===== config.mk =====
export PLATFORM = sky130hd
export DESIGN_NAME = skrb_cell
export DESIGN_NICKNAME = d
export VERILOG_FILES = /design/src/hw/rtl/assert_macros.svh /design/src/hw/rtl/skrb_pkg.sv /design/src/hw/rtl/skrb_cell.sv
export SDC_FILE = /design/constraint.sdc
export NUM_CORES = 1
export LEC_CHECK = 0
export ABC_AREA = 1
export BUFFER_PORTS_ARGS = -buffer_cell sky130_fd_sc_hd__buf_2
export CAP_MARGIN = 20
export CORE_AREA = 2 2 153 155
export DETAILED_ROUTE_END_ITERATION = 8
export DIE_AREA = 0 0 155 157
export HOLD_SLACK_MARGIN = 0.02
export PLACE_DENSITY_LB_ADDON = 0.1
export RECOVER_POWER = 100
export SLEW_MARGIN = 15
export SYNTH_ARGS = -nofsm -noshare
export SYNTH_HDL_FRONTEND = slang
export SYNTH_SLANG_ARGS = --single-unit

===== constraint.sdc =====
create_clock -name clk -period 5.4 [get_ports clk]
set_clock_uncertainty 0.1 [all_clocks]
set_input_delay 0.81 -clock clk [delete_from_list [all_inputs] [get_ports clk]]
set_output_delay 0.81 -clock clk [all_outputs]
set_load 0.1 [all_outputs]

===== src/hw/rtl/assert_macros.svh =====
// Assertion macros used by the sorted keyed record block top level
`ifndef ASSERT_MACROS_SVH
`define ASSERT_MACROS_SVH

// Check a property on every clock edge outside reset.
`define SKRB_CHECK(lbl, prop, msg) \
  lbl: assert property (@(posedge clk) disable iff (!rst_n) (prop)) else $error(msg);

// Check that a condition leads to another in the next cycle.
`define SKRB_CHECK_NEXT(lbl, pre, post, msg) \
  lbl: assert property (@(posedge clk) disable iff (!rst_n) (pre) |=> (post)) else $error(msg);

`endif


===== src/hw/rtl/skrb_pkg.sv =====
// Types and constants of the sorted keyed record block
`timescale 1ns / 1ps
`default_nettype none
package skrb_pkg;

  localparam int KEY_W      = 17;
  localparam int SIZE_W     = 10;
  localparam int DATA_W     = 64;
  localparam int BS_W       = 13;
  localparam int CNT_OUT_W  = 7;
  localparam int HI_W       = 18;
  localparam int CFG_AW     = 2;
  localparam int CFG_DW     = 32;

  localparam logic [BS_W-1:0]   HEADER_BYTES   = 13'd12;
  localparam logic [BS_W-1:0]   BLOCK_SIZE_RST = 13'd512;
  localparam logic [CFG_AW-1:0] ADDR_BLOCK_SIZE = 2'd0;
  localparam logic signed [HI_W-1:0] HIGHEST_EMPTY = -18'sd1;

  typedef enum logic [1:0] {
    OP_INSERT = 2'd0,
    OP_REMOVE = 2'd1,
    OP_FIND   = 2'd2,
    OP_CLEAR  = 2'd3
  } op_t;

  typedef enum logic [1:0] {
    ST_OK        = 2'd0,
    ST_DUP       = 2'd1,
    ST_NO_ROOM   = 2'd2,
    ST_NOT_FOUND = 2'd3
  } status_t;

  typedef struct packed {
    logic cmp_en;
    logic ins_go;
    logic rem_go;
  } ctl_t;

  function automatic logic [BS_W-1:0] free_fn(input logic [BS_W-1:0] bsize,
                                              input logic [BS_W-1:0] used);
    logic [BS_W:0] total;
    logic [BS_W:0] bs_ext;
    total  = {1'b0, HEADER_BYTES} + {1'b0, used};
    bs_ext = {1'b0, bsize};
    return (total <= bs_ext) ? BS_W'(bs_ext - total) : '0;
  endfunction

endpackage
`default_nettype wire


===== src/hw/rtl/skrb_cell.sv =====
// One record slot of the sorted row: compare, hold, load or shift
`timescale 1ns / 1ps
`default_nettype none
module skrb_cell
  import skrb_pkg::*;
#(
  parameter int PAYLOAD_WIDTH = 64
) (
  input  wire logic                     clk,
  input  wire ctl_t                     ctl,
  input  wire logic                     occ,
  input  wire logic [KEY_W-1:0]         cmp_key,
  input  wire logic [KEY_W-1:0]         new_key,
  input  wire logic [SIZE_W-1:0]        new_size,
  input  wire logic [PAYLOAD_WIDTH-1:0] new_pay,
  input  wire logic                     left_less,
  input  wire logic [KEY_W-1:0]         left_key,
  input  wire logic [SIZE_W-1:0]        left_size,
  input  wire logic [PAYLOAD_WIDTH-1:0] left_pay,
  input  wire logic [KEY_W-1:0]         right_key,
  input  wire logic [SIZE_W-1:0]        right_size,
  input  wire logic [PAYLOAD_WIDTH-1:0] right_pay,
  output logic      [KEY_W-1:0]         key,
  output logic      [SIZE_W-1:0]        size,
  output logic      [PAYLOAD_WIDTH-1:0] pay,
  output logic                          match,
  output logic                          less
);

  logic [KEY_W-1:0]         key_r,   key_nxt;
  logic [SIZE_W-1:0]        size_r,  size_nxt;
  logic [PAYLOAD_WIDTH-1:0] pay_r,   pay_nxt;
  logic                     match_r, match_nxt;
  logic                     less_r,  less_nxt;

  always_comb begin
    key_nxt   = key_r;
    size_nxt  = size_r;
    pay_nxt   = pay_r;
    match_nxt = match_r;
    less_nxt  = less_r;
    if (ctl.cmp_en) begin
      match_nxt = occ && (key_r == cmp_key);
      less_nxt  = occ && (key_r < cmp_key);
    end
    if (ctl.ins_go && !less_r) begin
      if (left_less) begin
        key_nxt  = new_key;
        size_nxt = new_size;
        pay_nxt  = new_pay;
      end else begin
        key_nxt  = left_key;
        size_nxt = left_size;
        pay_nxt  = left_pay;
      end
    end else if (ctl.rem_go && !less_r) begin
      key_nxt  = right_key;
      size_nxt = right_size;
      pay_nxt  = right_pay;
    end
  end

  always_ff @(posedge clk) begin
    key_r   <= key_nxt;
    size_r  <= size_nxt;
    pay_r   <= pay_nxt;
    match_r <= match_nxt;
    less_r  <= less_nxt;
  end

  assign key   = key_r;
  assign size  = size_r;
  assign pay   = pay_r;
  assign match = match_r;
  assign less  = less_r;

endmodule
`default_nettype wire


==> results.sh, run 1 <==
export IMPL_status="finished with violations"
export IMPL_violations="capacitance limit, slew limit"
export IMPL_gp_congestion=0.763
export IMPL_clock_latency_ns=0.34
export IMPL_vias_per_cell=4.40
export IMPL_port_buffers=388
export IMPL_period_needed_ns=3.37
export IMPL_nFillCells=2573
export IMPL_placed_cell_area_um2=7260
export IMPL_cts_tree="yes"
export IMPL_syn2layout_area_growth_pct=43.7
export IMPL_finalWirelength_um=19900
export IMPL_critPathMaxStageDelay_ns=2.06
export IMPL_crit_arrival_ns=3.18
export IMPL_antenna_found_initial=2
export IMPL_layout_cell_area_non_filler_um2=7420
export IMPL_grt_max_degree=97
export IMPL_drcViolationCount=0
export IMPL_path_cells="buf_2 > nor2_1 > nor2_4 > clkbuf_1"
export IMPL_critical_path_startpoint_type="input pin"
export IMPL_drive_gt1_share_pct=32.8
export IMPL_min_path_type="input pin to flip-flop"
export IMPL_rsz0062_at_grt="false"
export IMPL_core_rowCount=55
export IMPL_grt_usage_pct=15.7
export IMPL_synth_nets=900
export IMPL_die_area_um2=24300
export IMPL_ir_drop_mv=0.159
export IMPL_worst_path_max_fanout=48
export IMPL_cts_reportedPaths_clkPinSlew_ns=0.07
export IMPL_required_ns=5.20
export IMPL_setup_tns_final_ns=0
export IMPL_p_leak_uw=0.00339
export IMPL_synth_cell_area_um2=5160
export IMPL_die_height_um=157
export IMPL_regArea_um2=2790
export IMPL_ctsResizeCount=0
export IMPL_cts_htree_levels=3
export IMPL_ys_types=17
export IMPL_core_um2=22500
export IMPL_maxCapViolCount=3
export IMPL_clock_path_buffers=2
export IMPL_ant_nets=0
export IMPL_syn_area_per_cell_um2=8.80
export IMPL_max_slew_margin_rel_pct=-94.6
export IMPL_grt_pass1_vias=5339
export IMPL_power_density_nw_per_um2=331
export IMPL_drt_pass1_iterations=4
export IMPL_layout_common_cells="buf_2 (293), nand2_1 (207), nor2_1 (99)"
export IMPL_nets=1266
export IMPL_tightest_slew_ns=2.92
export IMPL_dp_hpwl_um=15000
export IMPL_endpoint_kind="flip-flop"
export IMPL_cts_buffers=9
export IMPL_drt_iter0_markers=216
export IMPL_netlist_instances=587
export IMPL_setup_viol=0
export IMPL_multi_input_area_um2=2010
export IMPL_num_io_pins=389
export IMPL_final_common_cell="buf_2"
export IMPL_cts_setup_buffers=0
export IMPL_grt_pass1_wl_um=29300
export IMPL_grt_overflow=0
export IMPL_fmax_ghz=0.296
export IMPL_cts_root_buffer="clkbuf_16"
export IMPL_clock_sinks=93
export IMPL_postCtsHoldBufs=0
export IMPL_initial_core_util_pct=23.0
export IMPL_seq_area_frac_synth_pct=54.1
export IMPL_yosys_warnings=0
export IMPL_die_w_um=155
export IMPL_critPathSlowestCell="clkbuf_1"
export IMPL_crit_type="input pin to flip-flop"
export IMPL_via_count=5467
export IMPL_final_util_pct=33.0
export IMPL_ys_ff_latch=93
export IMPL_fin_crit_sh_pct=62.5
export IMPL_hold_viol=0
export IMPL_n_antenna_cell=0
export IMPL_drv_slew=185
export IMPL_drt_wirelength_per_cell_um=16.0
[path summary, 6_finish.rpt]
| kind | to | cells after the start | slack [ns] | start |
|---|---|---|---|---|
| max | pay[9] | 4 | 2.03 | ctl[1] |
| min | less | 1 | 0.62 | ctl[2] |
| max reg2reg | pay[9] | 2 | 2.10 | less |
| min reg2reg | match | 3 | 0.84 | key[1] |
[critical path: cells and delay by family]
kind	cells	cell delay, ns
buffers and inverters	2	2.15
AND/OR/NAND/NOR	2	0.15
[power breakdown]
| group | internal (uW) | total [uW] | switching [uW] |
|---|---|---|---|
| Combinational | 171 | 879 | 708 |
| Clock | 364 | 661 | 297 |
| Sequential | 894 | 918 | 24.4 |
| Total | 1430 | 2460 | 1030 |
[through the flow]
stage	total power, uW	hold WS, ns	worst slack, ns	instances
2_1_floorplan	1610	0.822	1.53	587
3_3_place_gp	1840	0.830	2.60	1227
3_5_place_dp	1830	0.840	2.58	1227
4_1_cts	2510	0.563	2.97	1243
5_1_grt	2580	0.623	1.79	1243
6_report	2460	0.620	2.03	1243
[metal layers]
layer | wire length [um] | GRT usage, % | vias up
li1 | - | - | 2738
met1 | 8070 | 18.4 | 2445
met2 | 9690 | 27.5 | 259
met3 | 1830 | 4.96 | 21
met4 | 321 | 4.67 | 4
met5 | 30 | 0 | -
[Yosys cell counts (all sizes together)]
| cell type | count | area share [%] |
|---|---|---|
| a31oi | 91 | 11 |
| nand4 | 1 | 0.12 |
| ha | 17 | 4.1 |
| nor4 | 1 | 0.12 |
| clkbuf | 8 | 0.58 |
| buf | 31 | 4.6 |
| nand2 | 207 | 15 |
| nor2 | 101 | 7.4 |
| inv | 29 | 2.1 |
| nand3b | 1 | 0.15 |
| nand3 | 2 | 0.19 |
| a21oi | 5 | 0.48 |
| edfxtp | 93 | 54 |
[layout make-up]
cell class	count	area share, %
Multi-Input combinational cell	426	27.1
Sequential cell	93	37.6
Tap cell	285	4.80
Clock buffer	10	3.08
Clock inverter	6	0.927
Inverter	29	1.48
Timing Repair Buffer	394	25.0
[cells by family (layout without fill, tap and decap cells)]
family | count (synthesis) | in the layout | synth area share, %
adders and majority gates | 17 | 17 | 4.12
and+or+nand+nor | 313 | 313 | 23.0
DFF | 93 | 93 | 54.1
buffers and inverters | 68 | 439 | 7.29
AOI/OAI and AO/OA | 96 | 96 | 11.5
[flip-flops by register name, summed over array words and instances (netlist names)]
signal / count
key: 17
less: 1
match: 1
pay: 64
size: 10
(Power assumes the default switching activity.)
==> inputs of run 2 (changes only) <==
==> constraint.sdc (replaced) <==
create_clock -name clk -period 3 [get_ports clk]
set_clock_uncertainty 0.1 [all_clocks]
set_input_delay 0.45 -clock clk [delete_from_list [all_inputs] [get_ports clk]]
set_output_delay 0.45 -clock clk [all_outputs]
set_load 0.1 [all_outputs]
==> run 2 against run 1 <==
Against the previous run:
- the flow now finishes without violations
- clock-buffer cell count rose by 1
- die area unchanged
- utilization grew 0.078 points
- sequential share of layout area fell by 0.089 points
- cell area grew 0.24%
- critical path type is now flip-flop to flip-flop
==> results.sh, run 2 (synthesis results as in run 1) <==
export IMPL_cpLargestDelayFamily="buffers and inverters"
export IMPL_ctsResizeCount=0
export IMPL_rsz0062_at_grt="false"
export IMPL_cts_buffers=9
export IMPL_grt_pass1_wl_um=28900
export IMPL_tightest_slew_ns=1.28
export IMPL_worst_path_max_fanout=101
export IMPL_vias_per_cell=4.38
export IMPL_initial_core_util_pct=23.0
export IMPL_drive_gt1_share_pct=33.1
export IMPL_finalWirelength_um=19800
export IMPL_setup_tns_final_ns=0
export IMPL_cts_setup_buffers=0
export IMPL_final_common_cell="buf_2"
export IMPL_crit_arrival_ns=2.22
export IMPL_core_rowCount=55
export IMPL_dp_hpwl_um=15200
export IMPL_fmax_ghz=0.436
export IMPL_final_cells=1244
export IMPL_clock_latency_ns=0.34
export IMPL_postCtsHoldBufs=0
export IMPL_die_area_um2=24300
export IMPL_critical_path_startpoint_type="flip-flop"
export IMPL_endpoint_kind="flip-flop"
export IMPL_layout_common_cells="buf_2 (293), nand2_1 (207), nor2_1 (100)"
export IMPL_grt_overflow=0
export IMPL_grt_usage_pct=15.5
export IMPL_antenna_found_initial=1
export IMPL_clock_path_buffers=2
export IMPL_dp_slack_ns=0.915
export IMPL_grt_max_degree=102
export IMPL_syn2layout_area_growth_pct=44.1
export IMPL_via_count=5450
export IMPL_cts_tree="yes"
export IMPL_core_um2=22500
export IMPL_required_ns=2.93
export IMPL_ir_drop_mv=0.224
export IMPL_critPathSlowestCell="clkbuf_4"
export IMPL_grt_pass1_vias=5239
export IMPL_critPathMaxStageDelay_ns=0.84
export IMPL_port_buffers=388
export IMPL_n_antenna_cell=0
export IMPL_max_slew_margin_rel_pct=14.6
export IMPL_min_path_type="input pin to flip-flop"
export IMPL_crit_type="flip-flop to flip-flop"
export IMPL_drv_slew=0
export IMPL_cts_root_buffer="clkbuf_16"
export IMPL_cts_htree_levels=3
export IMPL_path_cells="nor2_1 > clkbuf_4 > a31oi_1"
export IMPL_hold_viol=0
export IMPL_die_w_um=155
export IMPL_num_io_pins=389
export IMPL_layout_cell_area_non_filler_um2=7440
export IMPL_dp_cells=1228
export IMPL_drt_pass1_iterations=7
export IMPL_drt_iter0_markers=316
export IMPL_power_uw=4400
export IMPL_clock_sinks=93
export IMPL_regArea_um2=2790
export IMPL_setup_viol=0
export IMPL_status="finished clean"
export IMPL_drt_wirelength_per_cell_um=15.9
export IMPL_p_leak_uw=0.00340
export IMPL_drcViolationCount=0
export IMPL_largest_reg_flops=64
export IMPL_placed_cell_area_um2=7300
export IMPL_fin_crit_sh_pct=76.5
export IMPL_cts_reportedPaths_clkPinSlew_ns=0.06
export IMPL_gp_congestion=0.768
export IMPL_period_needed_ns=2.29
export IMPL_power_density_nw_per_um2=591
export IMPL_nFillCells=2503
export IMPL_nets=1267
export IMPL_path_buf_inv=1
export IMPL_maxCapViolCount=0
export IMPL_ant_nets=0
export IMPL_multi_input_area_um2=2000
export IMPL_setup_ws_ns=0.706
export IMPL_die_height_um=157
-- run 2: cell types whose count changed in the layout (fill, tap and decap cells not counted), sizes merged --
cell / delta
buf: +1
clkbuf: +1
clkinv: +2
inv: -3
-- run 2: power by group --
part	switching (uW)	total [uW]	internal, uW	leakage (uW)
registers	39.6	1640	1600	0.000894
logic	1280	1590	308	0.00236
clock network	519	1170	651	0.000144
total	1840	4400	2560	0.00340
-- run 2: final timing paths --
| kind | cells past startpoint | slack [ns] | startpoint | to |
|---|---|---|---|---|
| worst max-delay path | 3 | 0.71 | less | pay[10] |
| worst min register to register | 3 | 0.82 | key[2] | match |
| worst min-delay path | 1 | 0.32 | ctl[2] | match |
| worst max register to register | 3 | 0.71 | less | pay[10] |
-- run 2: layout make-up --
cell class	count	share of cell area, %
sequential	93	37.5
clock inverter	5	0.824
multi-input combinational	426	26.9
timing repair buffer	395	25.4
inverter	29	1.48
tap	285	4.79
clock buffer	11	3.13
-- run 2: routing by layer --
| layer | routed length [um] | GRT usage (%) |
|---|---|---|
| met3 | 1860 | 5.09 |
| met4 | 328 | 5.07 |
| met5 | 13 | 0 |
| met1 | 7830 | 18.1 |
| met2 | 9790 | 26.9 |
-- run 2: metrics by stage --
stage | util (%) | hold slack (ns)
final | 33.1 | 0.315
after global routing | 33.1 | 0.306
after CTS | 33.8 | 0.237
after detailed placement | 32.4 | 0.595
after global placement | 32.4 | 0.592
after floorplan | - | 0.462
